[config.mk]
export PLATFORM = sky130hd
export DESIGN_NAME = latching_valve_pulse_sequencer
export DESIGN_NICKNAME = d
export VERILOG_FILES = /design/src/design/lvps_pkg.sv /design/src/design/lvps_core.sv /design/src/design/latching_valve_pulse_sequencer.sv
export SDC_FILE = /design/constraint.sdc
export NUM_CORES = 1
export LEC_CHECK = 0
export BUFFER_PORTS_ARGS = -buffer_cell sky130_fd_sc_hd__buf_2
export CAP_MARGIN = 10
export CORE_UTILIZATION = 61
export DETAILED_ROUTE_END_ITERATION = 8
export PLACE_DENSITY = 0.88
export SYNTH_ARGS = -nofsm -noshare
export SYNTH_HDL_FRONTEND = slang
export SYNTH_SLANG_ARGS = --single-unit
[constraint.sdc]
create_clock -name clk -period 2.9 [get_ports clk]
set_input_delay 0.145 -clock clk [delete_from_list [all_inputs] [get_ports clk]]
set_output_delay 0.145 -clock clk [all_outputs]
set_load 0.01 [all_outputs]
[src/design/lvps_pkg.sv]
// lvps_pkg: shared types and constants of the latching valve pulse sequencer
`default_nettype none

package lvps_pkg;

    localparam int unsigned CoilWidth  = 24;
    localparam int unsigned HalfWidth  = 16;
    localparam int unsigned CmdWidth   = 2;
    localparam int unsigned CfgAddrWidth = 2;
    localparam int unsigned CfgDataWidth = 24;

    // command codes
    localparam logic [CmdWidth-1:0] CMD_TICK  = 2'd0;
    localparam logic [CmdWidth-1:0] CMD_OPEN  = 2'd1;
    localparam logic [CmdWidth-1:0] CMD_CLOSE = 2'd2;

    // configuration register indexes
    localparam logic [CfgAddrWidth-1:0] REG_COIL_PULSE = 2'd0;
    localparam logic [CfgAddrWidth-1:0] REG_TIMEOUT    = 2'd1;
    localparam logic [CfgAddrWidth-1:0] REG_HALF_PER   = 2'd2;
    localparam logic [CfgAddrWidth-1:0] REG_RECHARGE   = 2'd3;

    typedef struct packed {
        logic [CoilWidth-1:0] coil_pulse_ticks;
        logic [CoilWidth-1:0] discharge_timeout_ticks;
        logic [HalfWidth-1:0] half_period_ticks;
        logic [HalfWidth-1:0] recharge_toggles;
    } cfg_t;

    typedef struct packed {
        logic timeout_error;
        logic done_res;
        logic busy_res;
        logic reference_on;
        logic boost_switch;
        logic close_coil;
        logic open_coil;
    } result_t;

endpackage

`default_nettype wire

[src/design/lvps_core.sv]
// lvps_core: sequence state and one-tick next-state logic
`default_nettype none

module lvps_core (
    input  wire logic                                clk,
    input  wire logic                                rst_n,
    input  wire logic                                advance,
    input  wire logic [lvps_pkg::CmdWidth-1:0]       command,
    input  wire logic                                comparator_high,
    input  wire lvps_pkg::cfg_t                      cfg,
    output lvps_pkg::result_t                        result
);

    typedef enum logic [2:0] {
        PH_IDLE     = 3'd0,
        PH_PRE      = 3'd1,
        PH_WAIT     = 3'd2,
        PH_CHARGE   = 3'd3,
        PH_DRIVE    = 3'd4,
        PH_RECHARGE = 3'd5
    } phase_t;

    phase_t                            phase_reg, phase_next;
    logic                              target_is_open_reg, target_is_open_next;
    logic [lvps_pkg::CoilWidth-1:0]    phase_counter_reg, phase_counter_next;
    logic [lvps_pkg::HalfWidth-1:0]    half_period_counter_reg, half_period_counter_next;
    logic [lvps_pkg::HalfWidth-1:0]    toggles_left_reg, toggles_left_next;
    logic                              boost_level_reg, boost_level_next;
    logic                              timed_out_reg, timed_out_next;

    logic [lvps_pkg::CoilWidth-1:0]    coil_len;
    logic [lvps_pkg::HalfWidth-1:0]    half_len;
    logic [lvps_pkg::HalfWidth-1:0]    toggles_dec;
    logic                              coil_end;
    logic                              half_end;
    logic                              done;
    logic                              opp_drive;
    logic                              tgt_drive;
    logic                              busy;

    assign coil_len = (cfg.coil_pulse_ticks == '0) ?
        lvps_pkg::CoilWidth'(1) : cfg.coil_pulse_ticks;
    assign half_len = (cfg.half_period_ticks == '0) ?
        lvps_pkg::HalfWidth'(1) : cfg.half_period_ticks;
    assign coil_end    = (phase_counter_reg <= lvps_pkg::CoilWidth'(1));
    assign half_end    = (half_period_counter_reg <= lvps_pkg::HalfWidth'(1));
    assign toggles_dec = toggles_left_reg - lvps_pkg::HalfWidth'(1);

    always_comb
    begin
        phase_next               = phase_reg;
        target_is_open_next      = target_is_open_reg;
        phase_counter_next       = phase_counter_reg;
        half_period_counter_next = half_period_counter_reg;
        toggles_left_next        = toggles_left_reg;
        boost_level_next         = boost_level_reg;
        timed_out_next           = timed_out_reg;
        done                     = 1'b0;

        case (phase_reg)
            PH_IDLE:
            begin
                if (command == lvps_pkg::CMD_OPEN || command == lvps_pkg::CMD_CLOSE)
                begin
                    target_is_open_next = (command == lvps_pkg::CMD_OPEN);
                    timed_out_next      = 1'b0;
                    phase_counter_next  = coil_len;
                    phase_next          = PH_PRE;
                end
            end
            PH_PRE:
            begin
                if (coil_end)
                begin
                    phase_counter_next = cfg.discharge_timeout_ticks;
                    phase_next         = PH_WAIT;
                end
                else
                begin
                    phase_counter_next = phase_counter_reg - lvps_pkg::CoilWidth'(1);
                end
            end
            PH_WAIT:
            begin
                // error is flagged whenever the budget is spent, even if the comparator fell
                if (!comparator_high || phase_counter_reg == '0)
                begin
                    timed_out_next           = (phase_counter_reg == '0);
                    boost_level_next         = ~boost_level_reg;
                    half_period_counter_next = half_len;
                    phase_next               = PH_CHARGE;
                end
                else
                begin
                    phase_counter_next = phase_counter_reg - lvps_pkg::CoilWidth'(1);
                end
            end
            PH_CHARGE:
            begin
                if (half_end)
                begin
                    half_period_counter_next = half_len;
                    if (comparator_high)
                    begin
                        boost_level_next   = 1'b0;
                        phase_counter_next = coil_len;
                        phase_next         = PH_DRIVE;
                    end
                    else
                    begin
                        boost_level_next = ~boost_level_reg;
                    end
                end
                else
                begin
                    half_period_counter_next = half_period_counter_reg -
                        lvps_pkg::HalfWidth'(1);
                end
            end
            PH_DRIVE:
            begin
                if (coil_end)
                begin
                    phase_counter_next       = '0;
                    boost_level_next         = ~boost_level_reg;
                    toggles_left_next        = cfg.recharge_toggles;
                    half_period_counter_next = half_len;
                    phase_next               = PH_RECHARGE;
                end
                else
                begin
                    phase_counter_next = phase_counter_reg - lvps_pkg::CoilWidth'(1);
                end
            end
            PH_RECHARGE:
            begin
                if (half_end)
                begin
                    half_period_counter_next = half_len;
                    // zero toggle count wraps to a full 16-bit run
                    toggles_left_next        = toggles_dec;
                    if (toggles_dec == '0)
                    begin
                        done       = 1'b1;
                        phase_next = PH_IDLE;
                    end
                    else
                    begin
                        boost_level_next = ~boost_level_reg;
                    end
                end
                else
                begin
                    half_period_counter_next = half_period_counter_reg -
                        lvps_pkg::HalfWidth'(1);
                end
            end
            default:
            begin
                phase_next = PH_IDLE;
            end
        endcase
    end

    assign busy      = (phase_next != PH_IDLE);
    assign opp_drive = (phase_next == PH_PRE);
    assign tgt_drive = (phase_next == PH_DRIVE);

    always_comb
    begin
        result.open_coil     = target_is_open_next ? tgt_drive : opp_drive;
        result.close_coil    = target_is_open_next ? opp_drive : tgt_drive;
        result.boost_switch  = boost_level_next;
        result.reference_on  = busy;
        result.busy_res      = busy;
        result.done_res      = done;
        result.timeout_error = done & timed_out_next;
    end

    always_ff @(posedge clk or negedge rst_n)
    begin
        if (!rst_n)
        begin
            phase_reg               <= PH_IDLE;
            target_is_open_reg      <= 1'b0;
            phase_counter_reg       <= '0;
            half_period_counter_reg <= '0;
            toggles_left_reg        <= '0;
            boost_level_reg         <= 1'b0;
            timed_out_reg           <= 1'b0;
        end
        else if (advance)
        begin
            phase_reg               <= phase_next;
            target_is_open_reg      <= target_is_open_next;
            phase_counter_reg       <= phase_counter_next;
            half_period_counter_reg <= half_period_counter_next;
            toggles_left_reg        <= toggles_left_next;
            boost_level_reg         <= boost_level_next;
            timed_out_reg           <= timed_out_next;
        end
    end

endmodule

`default_nettype wire

[src/design/latching_valve_pulse_sequencer.sv]
// latching_valve_pulse_sequencer: top level with config registers and result register
//
//  channel  | direction | contents
//  s_*      | in        | one tick item: command, comparator_high
//  m_*      | out       | one result item per tick: coil, boost and status levels
//  cfg_*    | in        | register writes, no read-back
//
// a new tick item is accepted every cycle unless a stall on m_tready blocks intake
// the result lands in the output register in the cycle after acceptance
// s_tready stays high while the output register is empty or being drained
// reset clears the sequence to idle and loads the register defaults
// a stall on m_tready holds the result and stops intake, no item is lost
`default_nettype none

module latching_valve_pulse_sequencer (
    input  wire logic                                  clk,
    input  wire logic                                  rst_n,
    input  wire logic                                  s_tvalid,
    output      logic                                  s_tready,
    input  wire logic [7:0]                            s_tdata,  // command[1:0], comparator_high[2]
    output      logic                                  m_tvalid,
    input  wire logic                                  m_tready,
    output      logic [7:0]                            m_tdata,  // open_coil, close_coil,
                                                                 // boost_switch, reference_on,
                                                                 // busy_res, done_res,
                                                                 // timeout_error[6]
    input  wire logic                                  cfg_we,
    input  wire logic [lvps_pkg::CfgAddrWidth-1:0]     cfg_addr,
    input  wire logic [lvps_pkg::CfgDataWidth-1:0]     cfg_wdata
);

    lvps_pkg::cfg_t     cfg_reg;
    lvps_pkg::result_t  step_result;
    lvps_pkg::result_t  result_reg;
    logic               m_tvalid_reg;
    logic               accept;

    assign s_tready = !m_tvalid_reg || m_tready;
    assign accept   = s_tvalid && s_tready;

    always_ff @(posedge clk or negedge rst_n)
    begin
        if (!rst_n)
        begin
            cfg_reg.coil_pulse_ticks        <= lvps_pkg::CoilWidth'(50);
            cfg_reg.discharge_timeout_ticks <= lvps_pkg::CoilWidth'(100000);
            cfg_reg.half_period_ticks       <= lvps_pkg::HalfWidth'(10);
            cfg_reg.recharge_toggles        <= lvps_pkg::HalfWidth'(10000);
        end
        else if (cfg_we)
        begin
            case (cfg_addr)
                lvps_pkg::REG_COIL_PULSE: cfg_reg.coil_pulse_ticks <= cfg_wdata;
                lvps_pkg::REG_TIMEOUT:    cfg_reg.discharge_timeout_ticks <= cfg_wdata;
                lvps_pkg::REG_HALF_PER:
                    cfg_reg.half_period_ticks <= cfg_wdata[lvps_pkg::HalfWidth-1:0];
                lvps_pkg::REG_RECHARGE:
                    cfg_reg.recharge_toggles <= cfg_wdata[lvps_pkg::HalfWidth-1:0];
                default:
                begin
                end
            endcase
        end
    end

    lvps_core u_core (
        .clk             (clk),
        .rst_n           (rst_n),
        .advance         (accept),
        .command         (s_tdata[1:0]),
        .comparator_high (s_tdata[2]),
        .cfg             (cfg_reg),
        .result          (step_result)
    );

    always_ff @(posedge clk or negedge rst_n)
    begin
        if (!rst_n)
        begin
            m_tvalid_reg <= 1'b0;
        end
        else if (accept)
        begin
            m_tvalid_reg <= 1'b1;
        end
        else if (m_tready)
        begin
            m_tvalid_reg <= 1'b0;
        end
    end

    always_ff @(posedge clk)
    begin
        if (accept)
        begin
            result_reg <= step_result;
        end
    end

    assign m_tvalid = m_tvalid_reg;
    assign m_tdata  = {1'b0, result_reg.timeout_error, result_reg.done_res,
                       result_reg.busy_res, result_reg.reference_on,
                       result_reg.boost_switch, result_reg.close_coil,
                       result_reg.open_coil};

    // both coils never driven at once
    a_coils_exclusive: assert property (@(posedge clk) disable iff (!rst_n)
        m_tvalid_reg |-> !(result_reg.open_coil && result_reg.close_coil))
        else $error("open and close coils driven together");

    // error only reported on the done tick, and done ends the busy run
    a_error_with_done: assert property (@(posedge clk) disable iff (!rst_n)
        m_tvalid_reg && result_reg.timeout_error |-> result_reg.done_res && !result_reg.busy_res)
        else $error("timeout error outside a done tick");

    // an accepted item always shows up at the output next cycle
    a_accept_to_result: assert property (@(posedge clk) disable iff (!rst_n)
        accept |=> m_tvalid_reg)
        else $error("accepted item produced no result");

    // coils only move while the reference is enabled
    a_coil_needs_ref: assert property (@(posedge clk) disable iff (!rst_n)
        m_tvalid_reg && (result_reg.open_coil || result_reg.close_coil) |->
            result_reg.reference_on)
        else $error("coil driven with reference off");

endmodule

`default_nettype wire

# After elaboration in Yosys (flattened, before gate mapping)
# Cells that the tools add are included.
[word_totals]
inputBits = 39
ff_bits = 149
wordCells = 113
[classes]
n_reduce_logical = 25
addsub = 3
bitwise = 2
n_lt_le_gt_ge = 2
mux = 44
n_eq_ne = 19
[ops]
columns = ["op", "n"]
rows = [
  ["two-way mux 24 bit", 7],
  ["one-hot mux 24 bit (5 select lines)", 1],
  ["two-way mux 16 bit", 6],
  ["logical NOT 24 bit", 2],
  ["one-hot mux 16 bit (3 select lines)", 1],
  ["logical NOT 16 bit", 2],
  ["one-hot mux 16 bit (2 select lines)", 1],
  ["subtractor 16 x 1 -> 16 bit, second input constant", 2],
  ["less-or-equal comparator 24 x 1 -> 1 bit, second input constant", 1],
  ["two-way mux 3 bit", 8],
  ["subtractor 24 x 1 -> 24 bit, second input constant", 1],
  ["one-hot mux 3 bit (6 select lines)", 1],
  ["two-way mux 1 bit", 17],
  ["less-or-equal comparator 16 x 1 -> 1 bit, second input constant", 1],
  ["!= test 2 x 1 -> 1 bit, second input constant", 5],
  ["== test 3 bit, second input constant", 3],
  ["AND reduction 2 bit", 4],
  ["AND reduction 4 bit", 2],
  ["== test 2 bit, second input constant", 3],
  ["== test 3 x 1 -> 1 bit, second input constant", 2],
  ["== test 3 x 2 -> 1 bit, second input constant", 2],
  ["AND reduction 6 bit", 1],
  ["nonzero test 3 bit", 2],
  ["nonzero test 5 bit", 1],
  ["13 further kinds", 19],
]

# Depth between registers and ports, before layout
# Gate-level depths: netlist (run 1).
[logic_depth]
ltp_word = 7
mapped_depth = 9

# Cells and area by module
# From an unflattened synthesis (run 1), not the netlist that was laid out.
[hier_totals]
hier_cells = 841
hier_area_um2 = 8325.5
[modules_own_cells]
columns = ["mod", "cells_each", "instances", "area_each_um2"]
rows = [
  ["lvps_core", 658, 1, 5022.3],
  ["latching_valve_pulse_sequencer", 183, 1, 3303.2],
]

# Worst setup path before layout (run 1)
# No wires, ideal clock.
[synth_timing]
path_kind = "register to register"
start = "register u_core.toggles_left_reg[0] (netlist name)"
end = "register result_reg, in the netlist m_tdata[3], data pin"
slack_ps = 535
period_less_slack_ps = 2365
stages_incl_launch_ff = 9
arrival_time_ps = 2091
cell_sequence = "dfrtp_1 -> inv_1 -> ha_1 -> nor4b_1 -> nand2_1 -> or3_1 -> o211ai_1 -> and4_1 -> a31oi_1"
[synth_lines]
columns = ["element", "line", "text"]
rows = [
  ["from (decl)", "lvps_core.sv:27", "logic [lvps_pkg::HalfWidth-1:0] toggles_left_reg, toggles_left_next;"],
  ["from (signal assigned)", "lvps_core.sv:198", "toggles_left_reg <= toggles_left_next;"],
  ["to (signal assigned)", "latching_valve_pulse_sequencer.sv:96", "result_reg <= step_result;"],
  ["to (decl)", "latching_valve_pulse_sequencer.sv:34", "lvps_pkg::result_t result_reg;"],
]

==> results of run 1 <==
metal layers:
layer,wire length (um),vias to the layer above,share of wire
li1,-,3175,-
met1,8420,3436,0.38
met2,10400,505,0.47
met3,2220,99,0.10
met5,0,-,0
met4,1010,0,0.046
worst max-delay path, stage by stage, from the launching register on:
cell	delay, ns
dfrtp_1	0.45
inv_1	0.11
ha_1	0.25
nor2b_1	0.36
o211ai_1	0.19
o21ai_0	0.41
a211oi_2	0.17
buf_4	0.19
and4_1	0.24
nor3b_2	0.17
worst paths after layout:
kind | startpoint | endpoint | slack, ns
setup reg to reg | u_core.toggles_left_reg[0]$_DFFE_PN0P_ | m_tdata[6]$_DFFE_PP_ | 0.11
hold / removal | cfg_wdata[4] | cfg_reg[4]$_DFFE_PN1P_ | 0.008
max in group asynchronous | rst_n | cfg_reg[41]$_DFFE_PN1P_ | 1.73
hold reg to reg | u_core.timed_out_reg$_DFFE_PN0P_ | u_core.timed_out_reg$_DFFE_PN0P_ | 0.48
min in group asynchronous | rst_n | u_core.toggles_left_reg[7]$_DFFE_PN0P_ | 0.30
setup / recovery | u_core.toggles_left_reg[0]$_DFFE_PN0P_ | m_tdata[6]$_DFFE_PP_ | 0.11
per-stage QoR:
stage	instance area [um^2]	hold WS (ns)
final	9390	0.00789
after CTS	9380	0.0114
after detailed placement	8680	0.208
after global routing	9390	0.00841
after global placement	8680	0.205
after floorplan	8180	-0.151
layout make-up:
cell class,count,area (um^2)
Tap cell,172,215
Timing Repair Buffer,87,604
Clock inverter,9,98.8
Multi-Input combinational cell,603,4120
Clock buffer,23,499
Fill cell,834,3440
Sequential cell,149,3780
Inverter,18,67.6
power groups by stage:
stage / Combinational, mW / Sequential [mW] / Clock (mW)
3_5_place_dp: 0.691 / 2.70 / 0
2_1_floorplan: 0.507 / 2.60 / 0
3_3_place_gp: 0.644 / 2.68 / 0
6_report: 0.724 / 2.70 / 2.24
5_1_grt: 0.794 / 2.72 / 2.32
4_1_cts: 0.719 / 2.68 / 2.24
cell usage in the layout, fill, tap and decap left out, types with 5 or more instances in the layout:
master,instances
nor3_1,29
nand3_1,26
edfxtp_1,6
mux2i_1,5
nand2b_1,7
o22ai_1,6
o31ai_1,5
buf_4,33
and3_1,5
a21oi_1,77
nor2_1,53
dfstp_2,16
buf_2,41
dfrtp_1,127
nor2b_1,6
or3_1,12
nor4_1,24
a22o_1,5
xnor2_1,8
o21ai_0,56
clkinv_2,5
nand2_1,54
inv_1,16
o211ai_1,6
clkbuf_16,18
dlygate4sd3_1,10
ha_1,7
nand4_1,6
a31oi_1,12
mux2_2,94
o31a_1,5
cell usage after synthesis (all sizes together) (6+ instances only):
master	n	area share
a21oi	78	0.048
a31oi	12	0.0092
buf	18	0.014
clkbuf	32	0.015
dfrtp	127	0.39
dfstp	16	0.051
edfxtp	6	0.022
ha	7	0.011
inv	16	0.0073
mux2	94	0.13
nand2	54	0.025
nand2b	8	0.0070
nand3	26	0.016
nand4	7	0.0061
nor2	55	0.026
nor2b	6	0.0046
nor3	31	0.020
nor4	29	0.026
o211ai	6	0.0055
o21ai	57	0.035
o22ai	6	0.0046
o31ai	6	0.0061
or3	13	0.011
xnor2	8	0.0086
cells by family after synthesis:
kind of cell,after synthesis,share of synthesized area
AOI/OAI and AO/OA,223,0.170
DFF,149,0.462
buffers and inverters,68,0.0372
and+or+nand+nor,261,0.171
xor gates and xnor gates,12,0.0129
other,1,0.000459
muxes,99,0.136
adders and majority gates,7,0.0107
repair_timing:
action / CTS / global route
gates resized for setup: 0 / 1
hold endpoints to repair: 82 / 0
endpoints found under the setup margin: 0 / 1
hold buffers: 10 / 0
==> results.py, run 1 <==
metrics = {
    "status": {
        "status": "complete, no violations",
    },
    "sta": {
        "fmaxAchievable_mhz": 358,
        "setup_violations": 0,
        "fin_crit_sh": 0.963,
        "hold_violations": 0,
        "worst_pin_slew_ns": 0.850,
        "setup_tns_ns": 0,
        "slew_violations": 0,
        "fin_ws_ns": 0.108,
        "period_needed_ns": 2.79,
        "skew_ns": 0.00906,
        "maxSlewHeadroom": 0.431,
    },
    "floorplanning": {
        "die_area_um2": 13900,
        "die_y_um": 118,
        "fp-row-count": 41,
        "die_x_um": 118,
        "io_pins": 49,
        "start_util": 0.638,
        "core_um2": 12800,
    },
    "placed_design": {
        "placed_cells": 1019,
        "dp_slack_ns": 0.210,
        "port_buffers": 42,
        "dp_hpwl_um": 14000,
        "routabilityCongestion": 0.935,
    },
    "pwr": {
        "pwr-share-clk": 0.396,
        "p_int_mw": 4.15,
        "combPwrFrac": 0.128,
        "power_frac_seq": 0.476,
        "ir_drop_mv": 0.479,
        "p_leak_nw": 3.96,
        "power_mw": 5.66,
        "power_density_nw_per_um2": 603,
        "switching_share": 0.266,
        "p_sw_mw": 1.51,
    },
    "cts": {
        "cts_buffer_depth": 2,
        "cts_setup_buffers": 0,
        "cts.sinks": 149,
        "cts.clk_slew.worst_paths_ns": 0.06,
        "clk_latency_ns": 0.44,
        "cts_max_level": 4,
        "numCtsBuffers": 17,
        "clock-root-buffer": "clkbuf_16",
        "cts_tree": "built",
    },
    "layout": {
        "largest_reg_flops": 80,
        "area_delta_synth_final_pct": 14.8,
        "fin_util": 0.732,
        "drive_gt1_frac": 0.272,
        "n_antenna_cell": 0,
        "fin_nets": 922,
        "stdcell_count": 1061,
    },
    "global_route": {
        "grtUsageTotal": 0.327,
        "overflow": 0,
        "met1_usage": 0.418,
        "grt-busiest-layer": "met2",
        "grt_pass1_vias": 6958,
        "grt_pass1_wl_um": 35500,
        "antenna_found_initial": 1,
        "use_met2": 0.513,
        "grt_max_degree": 78,
        "use_met3": 0.0843,
    },
    "critical_path": {
        "end_kind": "flop",
        "crit_type": "flop to flop",
        "cp-start-kind": "flop",
        "cp_data_arrival_time_ns": 2.97,
        "cp.required_ns": 3.08,
        "reg2regPathDepth": 9,
        "crit_path_max_fanout": 6,
    },
    "route": {
        "drt-pass1-iter-count": 6,
        "finalWirelength_um": 22000,
        "vias": 7215,
        "viasPerCell": 6.80,
        "drc": 0,
        "drtAntennaViolNets": 0,
        "drt-initial-drc-count": 1052,
        "wire_per_inst_um": 20.7,
    },
    "synth": {
        "synth_ff_type": "dfrtp_1",
        "synth-async-reset-ratio": 0.960,
        "syn-num-nets": 866,
        "ys.warnings.count": 0,
        "synth-seq-cells": 149,
        "synth.distinct_cells": 77,
        "synth-edff-count": 6,
        "avgSynthCellArea_um2": 9.97,
        "netlist_instances": 820,
        "syn_area_um2": 8180,
        "ys_seq_area_frac": 0.462,
    },
    "hold_path": {
        "min_delay_path_depth": 2,
        "hold_path.class": "primary input to flop",
    },
    "job": {
        "cap_violations": 0,
    },
}
(Power assumes the default switching activity.)
==> inputs of run 2 (changes only) <==
--- a/config.mk
+++ b/config.mk
@@ -5,11 +5,12 @@
 export SDC_FILE = /design/constraint.sdc
 export NUM_CORES = 1
 export LEC_CHECK = 0
+export ABC_AREA = 1
 export BUFFER_PORTS_ARGS = -buffer_cell sky130_fd_sc_hd__buf_2
 export CAP_MARGIN = 10
-export CORE_UTILIZATION = 61
+export CORE_UTILIZATION = 60
 export DETAILED_ROUTE_END_ITERATION = 8
-export PLACE_DENSITY = 0.88
+export PLACE_DENSITY = 0.87
 export SYNTH_ARGS = -nofsm -noshare
 export SYNTH_HDL_FRONTEND = slang
 export SYNTH_SLANG_ARGS = --single-unit
==> run 2 against run 1 <==
Synthesized cell count rose by 25%; fmax rose by 12%; combinational power rose to 5.0 times the previous value; wire length fell by 8.9%; core utilization fell by 3.7 points; first-iteration DRC count fell by 9.8%.
==> results.py, run 2 <==
metrics = {
    "layout": {
        "fill_cells": 1007,
        "largest_reg_flops": 80,
        "final_common_cell": "nand2_1",
        "n_antenna_cell": 0,
        "multiInputGateArea_um2": 3820,
        "regArea_um2": 3780,
        "final_cell_mix": "225 x nand2_1, 143 x o21ai_0, 127 x dfrtp_1, 91 x inv_1, 78 x nor2_1",
        "area_delta_synth_final_pct": 12.4,
        "drive_gt1_frac": 0.156,
        "fin_nets": 1105,
    },
    "synth": {
        "synth.top_cell.area_share": 0.387,
        "synthTopCellsByArea": "dfrtp_1 39%, nand2_1 10%, o21ai_0 8.7%, dfstp_2 5.1%, inv_1 4.2%",
        "ys_seq_area_frac": 0.460,
        "yosys-top-cells-count": "225 x nand2_1, 143 x o21ai_0, 127 x dfrtp_1",
        "synth_ff_type": "dfrtp_1",
        "syn-num-nets": 1068,
        "synth_area_leader_cell": "dfrtp_1",
        "yosysMostFrequentCell": "nand2_1",
        "ys.warnings.count": 0,
        "syn_area_um2": 8220,
        "avgSynthCellArea_um2": 8.04,
        "synth.distinct_cells": 56,
        "synth-edff-count": 6,
        "synth-seq-cells": 149,
        "synth-async-reset-ratio": 0.960,
        "netlist_instances": 1022,
    },
    "route": {
        "finalWirelength_um": 20000,
        "drt-initial-drc-count": 949,
        "wire_per_inst_um": 16.1,
        "vias": 7428,
        "drtAntennaViolNets": 0,
        "viasPerCell": 5.95,
        "drt-pass1-iter-count": 6,
        "drc": 0,
    },
    "sta": {
        "rsz0062_at_grt": "false",
        "hold_violations": 0,
        "skew_ns": 0.0101,
        "setup_tns_ns": 0,
        "fmaxAchievable_mhz": 403,
        "maxSlewHeadroom": 0.305,
        "fin_crit_sh": 0.856,
        "fin_ws_ns": 0.418,
        "worst_pin_slew_ns": 1.04,
        "period_needed_ns": 2.48,
        "slew_violations": 0,
        "setup_violations": 0,
    },
    "placed_design": {
        "dp_slack_ns": 0.468,
        "port_buffers": 42,
        "dp_hpwl_um": 13600,
        "routabilityCongestion": 0.955,
    },
    "critical_path": {
        "cp-start-kind": "flop",
        "crit_type": "flop to flop",
        "crit_start": "u_core.phase_counter_reg[0]$_DFFE_PN0P_",
        "cp_data_arrival_time_ns": 2.83,
        "worst_r2r_endpoint": "u_core.phase_counter_reg[2]$_DFFE_PN0P_",
        "rrSetupSlack_ns": 0.42,
        "r2r-start": "u_core.phase_counter_reg[0]$_DFFE_PN0P_",
        "setup.worst_path.end": "u_core.phase_counter_reg[2]$_DFFE_PN0P_",
        "end_kind": "flop",
        "crit_path_max_fanout": 12,
        "cp.required_ns": 3.24,
        "reg2regPathDepth": 11,
    },
    "global_route": {
        "grt_max_degree": 87,
        "grt_pass1_wl_um": 33800,
        "grt_pass1_vias": 6974,
        "antenna_found_initial": 0,
        "grtUsageTotal": 0.301,
        "overflow": 0,
    },
    "pwr": {
        "power_density_nw_per_um2": 1020,
        "ir_drop_mv": 0.566,
        "p_leak_nw": 4.23,
    },
    "cts": {
        "cts.clk_slew.worst_paths_ns": 0.06,
        "numCtsBuffers": 17,
        "clock-root-buffer": "clkbuf_16",
        "cts_setup_buffers": 0,
        "cts_max_level": 4,
        "cts_tree": "built",
        "cts.sinks": 149,
        "clk_latency_ns": 0.43,
        "cts_buffer_depth": 2,
    },
    "floorplanning": {
        "fp-row-count": 42,
        "start_util": 0.618,
        "core_um2": 13300,
        "die_area_um2": 14200,
        "die_x_um": 119,
        "io_pins": 49,
        "die_y_um": 119,
    },
    "job": {
        "cap_violations": 0,
    },
    "status": {
        "status": "complete, no violations",
    },
    "hold_path": {
        "hold_path.class": "primary input to flop",
    },
}
## run 2: cell types whose count changed in the layout (fill, tap and decap cells not counted), sizes merged, moves of 7 or more
cell / previous run / this run
nand2: 54 / 235
xor2: 4 / 23
a22oi: 4 / 11
o21ai: 57 / 165
inv: 17 / 104
nor3: 31 / 13
or3: 13 / 0
nor2: 55 / 101
nand3: 26 / 55
mux2: 94 / 0
o211ai: 6 / 18
nor4: 29 / 12
a21oi: 78 / 38
buf: 77 / 52
## run 2: routing by layer
metal | share of wire | GRT usage | routed length [um] | vias to the layer above
met5 | 0 | 0 | 0 | -
met4 | 0.027 | 0.132 | 548 | 0
met3 | 0.081 | 0.0603 | 1620 | 53
met2 | 0.47 | 0.466 | 9410 | 360
met1 | 0.42 | 0.413 | 8460 | 3532
li1 | - | - | - | 3483
## run 2: layout make-up
type / count / share of cell area
Clock buffer: 20 / 0.0494
Clock inverter: 12 / 0.0215
Inverter: 104 / 0.0428
Multi-Input combinational cell: 728 / 0.413
Sequential cell: 149 / 0.409
Tap cell: 176 / 0.0238
Timing Repair Buffer: 59 / 0.0405
## run 2: kinds of logic after synthesis
group / count (synthesis) / share of synthesized area
AND/OR/NAND/NOR: 433 / 0.244
AO/OA/AOI/OAI: 260 / 0.180
flip-flops: 149 / 0.460
buffers and inverters: 145 / 0.0763
XOR/XNOR: 25 / 0.0266
adder cells (fa/ha/maj): 7 / 0.0107
multiplexers: 2 / 0.00244
other: 1 / 0.000456
## run 2: worst min-delay path by stage
| stage | start | to | slack, ns | cells past startpoint |
|---|---|---|---|---|
| after floorplan | rst_n | cfg_reg[0]$_DFFE_PN0P_ | -0.15 | 0 |
| after global placement | rst_n | u_core.toggles_left_reg[13]$_DFFE_PN0P_ | 0.16 | 1 |
| after detailed placement | rst_n | cfg_reg[5]$_DFFE_PN0P_ | 0.15 | 1 |
| after CTS | cfg_wdata[19] | cfg_reg[51]$_DFFE_PN0P_ | 0.003 | 3 |
| after global routing | cfg_wdata[20] | cfg_reg[52]$_DFFE_PN0P_ | 0.03 | 3 |
| final | cfg_wdata[20] | cfg_reg[76]$_DFFE_PN0P_ | 0.02 | 3 |
## run 2: power by group
part	total (mW)	internal (mW)	switching, mW	leakage (nW)
clock	2.46	1.57	0.886	0.317
sequential	3.36	2.76	0.598	1.79
combinational	3.63	1.24	2.39	2.13
## run 2: what timing repair did
action,4_1_cts,5_1_grt
endpoints found under the setup margin,0,0
hold endpoints to repair,65,0
resized for setup,0,0
hold buffers,7,0
## run 2: worst max-delay path, stage by stage (launching register included)
cell and delay [ns]:
dfrtp_1 0.42, inv_1 0.09, ha_1 0.25, o21ai_1 0.16, nor2_4 0.17, nand3_4 0.14, nor2_2 0.43, buf_4 0.29
nand2_1 0.08, o21ai_0 0.11, mux2i_1 0.11, o21ai_1 0.14
## run 2: through the flow
| step | total power [mW] | cells | util | hold WS (ns) | area [um^2] |
|---|---|---|---|---|---|
| after global placement | 6.73 | 1209 | 0.640 | 0.156 | 8510 |
| after detailed placement | 6.89 | 1209 | 0.640 | 0.154 | 8510 |
| after floorplan | 6.10 | 1022 | - | -0.151 | 8220 |
| final | 9.45 | 1248 | 0.695 | 0.0159 | 9240 |
| after CTS | 9.39 | 1248 | 0.695 | 0.00304 | 9240 |
| after global routing | 10.1 | 1248 | 0.695 | 0.0346 | 9240 |
==> inputs of run 3 (changes only) <==
--- a/config.mk
+++ b/config.mk
@@ -5,7 +5,6 @@
 export SDC_FILE = /design/constraint.sdc
 export NUM_CORES = 1
 export LEC_CHECK = 0
-export ABC_AREA = 1
 export BUFFER_PORTS_ARGS = -buffer_cell sky130_fd_sc_hd__buf_2
 export CAP_MARGIN = 10
 export CORE_UTILIZATION = 60
==> run 3 against run 2 <==
Design area increased by 3.6%; die area decreased by 0.51%; clock-buffer cell count is 1 higher; register-to-register slack worse by 0.29 ns; fmax decreased by 10%; largest cell class unchanged.
==> results.py, run 3 (synthesized netlist as in run 1, its figures left out) <==
metrics = {
    "global_route": {
        "overflow": 0,
        "use_met2": 0.511,
        "grt-busiest-layer": "met2",
        "grt_max_degree": 60,
        "use_met3": 0.0748,
        "grtUsageTotal": 0.332,
        "met1_usage": 0.446,
        "grt_pass1_vias": 7099,
        "antenna_found_initial": 0,
        "grt_pass1_wl_um": 36400,
    },
    "placed_design": {
        "routabilityCongestion": 0.967,
        "port_buffers": 42,
        "dp_hpwl_um": 14200,
    },
    "critical_path": {
        "reg2regPathDepth": 6,
        "crit_start": "u_core.phase_counter_reg[19]$_DFFE_PN0P_",
        "cp-start-kind": "flop",
        "worst_r2r_endpoint": "u_core.phase_counter_reg[18]$_DFFE_PN0P_",
        "cp.depth": 6,
        "crit_path_max_fanout": 21,
        "max_stage_delay_ns": 0.77,
        "crit_buf_inv": 0,
        "end_kind": "flop",
        "setup.worst_path.end": "u_core.phase_counter_reg[18]$_DFFE_PN0P_",
        "critPathTopFamily": "simple AND/OR/NAND/NOR gates",
        "rrSetupSlack_ns": 0.13,
        "cp_data_arrival_time_ns": 3.08,
        "r2r-start": "u_core.phase_counter_reg[19]$_DFFE_PN0P_",
        "cp_slowest_cell": "or4_4",
        "path_cells": "nor3_1 > o211ai_1 > or4_4 > a32o_1 > a21oi_1 > o2bb2ai_1",
        "cp.required_ns": 3.21,
        "crit_type": "flop to flop",
    },
    "floorplanning": {
        "fp-row-count": 42,
        "die_y_um": 119,
        "core_um2": 13200,
        "io_pins": 49,
        "die_area_um2": 14100,
        "die_x_um": 119,
        "start_util": 0.617,
    },
    "cts": {
        "numCtsBuffers": 17,
        "cts_tree": "built",
        "cts_max_level": 4,
        "clk_latency_ns": 0.43,
        "cts_buffer_depth": 2,
        "cts.clk_slew.worst_paths_ns": 0.06,
        "clock-root-buffer": "clkbuf_16",
        "cts.sinks": 149,
    },
    "pwr": {
        "p_int_mw": 4.43,
        "ir_drop_mv": 0.456,
        "power_density_nw_per_um2": 619,
        "switching_share": 0.253,
        "power_frac_seq": 0.447,
        "pwr-share-clk": 0.418,
        "combPwrFrac": 0.135,
        "p_sw_mw": 1.50,
        "p_leak_nw": 4.04,
    },
    "sta": {
        "period_needed_ns": 2.77,
        "skew_ns": 0.00856,
        "maxSlewHeadroom": 0.419,
        "whs_ns": 0.0179,
        "slew_violations": 0,
        "hold_violations": 0,
        "setup_tns_ns": 0,
        "rsz0062_at_grt": "false",
        "worst_pin_slew_ns": 0.869,
        "fin_crit_sh": 0.956,
        "fmaxAchievable_mhz": 361,
        "setup_violations": 0,
    },
    "status": {
        "status": "complete, no violations",
    },
    "layout": {
        "final_common_cell": "dfrtp_1",
        "fin_nets": 936,
        "n_antenna_cell": 0,
        "largest_reg_flops": 80,
        "area_delta_synth_final_pct": 17.1,
        "final_cell_mix": "127 x dfrtp_1, 94 x mux2_2, 77 x a21oi_1, 56 x o21ai_0, 54 x nand2_1",
        "drive_gt1_frac": 0.285,
    },
    "route": {
        "drt-pass1-iter-count": 6,
        "drc": 0,
        "viasPerCell": 6.77,
        "finalWirelength_um": 22500,
        "drtAntennaViolNets": 0,
        "drt-initial-drc-count": 944,
        "wire_per_inst_um": 20.8,
        "vias": 7309,
    },
    "job": {
        "cap_violations": 0,
    },
    "hold_path": {
        "hold_path.class": "primary input to flop",
    },
}
[run 3: cell types whose count changed in the layout (fill, tap and decap cells not counted), sizes merged, moves of 40 or more]
cell	before	now
mux2	0	94
inv	104	16
a21oi	38	78
nor2	101	55
nand2	235	54
o21ai	165	57
[run 3: final cells by class]
class                      instances  area, um^2
clock buffer                      21         472
clock inverter                    11         196
fill                             919        3670
inverter                          18        67.6
multi-input combinational        603        4140
sequential                       149        3780
tap                              176         220
timing repair buffer             101         697
[run 3: power by group through the flow]
| stage | logic, mW | registers [mW] | clock network, mW |
|---|---|---|---|
| CTS | 0.789 | 2.64 | 2.49 |
| global route | 0.876 | 2.68 | 2.59 |
| detailed placement | 0.772 | 2.67 | 0 |
| floorplan | 0.507 | 2.60 | 0 |
| global placement | 0.736 | 2.65 | 0 |
| finish | 0.799 | 2.65 | 2.48 |
[run 3: timing repair]
item	CTS	global route
endpoints found under the setup margin	0	21
buffers inserted	0	0
endpoints found under the hold margin	67	0
gates resized for setup	0	4
hold buffers	10	0
[run 3: how the worst min path moves through the flow]
| stage | start | end | slack (ns) | cells past startpoint |
|---|---|---|---|---|
| 4_1_cts | cfg_wdata[1] | cfg_reg[1]$_DFFE_PN0P_ | 0.01 | 2 |
| 5_1_grt | cfg_wdata[1] | cfg_reg[1]$_DFFE_PN0P_ | 0.006 | 2 |
| 3_5_place_dp | rst_n | cfg_reg[51]$_DFFE_PN0P_ | 0.15 | 1 |
| 6_report | cfg_wdata[1] | cfg_reg[1]$_DFFE_PN0P_ | 0.02 | 2 |
| 2_1_floorplan | rst_n | cfg_reg[0]$_DFFE_PN0P_ | -0.15 | 0 |
| 3_3_place_gp | rst_n | cfg_reg[51]$_DFFE_PN0P_ | 0.15 | 1 |
[run 3: routing by layer]
layer  part of all wire  vias up  wire length (um)
met2               0.47      450             10500
met3              0.092       87              2070
met5                  0        -                 0
li1                   -     3196                 -
met4              0.039        0               875
met1               0.40     3576              8980
[run 3: worst reg2reg max path, cell delays in order (launching register included)]
cell       delay [ns]
dfrtp_1          0.47
nor3_1           0.46
o211ai_1         0.38
or4_4            0.77
a32o_1           0.32
a21oi_1          0.14
o2bb2ai_1        0.10
[run 3: per-stage QoR]
stage	setup slack [ns]	instances	util	cell area (um^2)	power, mW
2_1_floorplan	0.535	820	-	8180	3.11
3_3_place_gp	0.0630	1037	0.663	8780	3.39
3_5_place_dp	0.0410	1037	0.663	8780	3.44
4_1_cts	0.00669	1079	0.721	9550	5.92
5_1_grt	0.0445	1079	0.723	9570	6.15
6_report	0.127	1079	0.723	9570	5.93
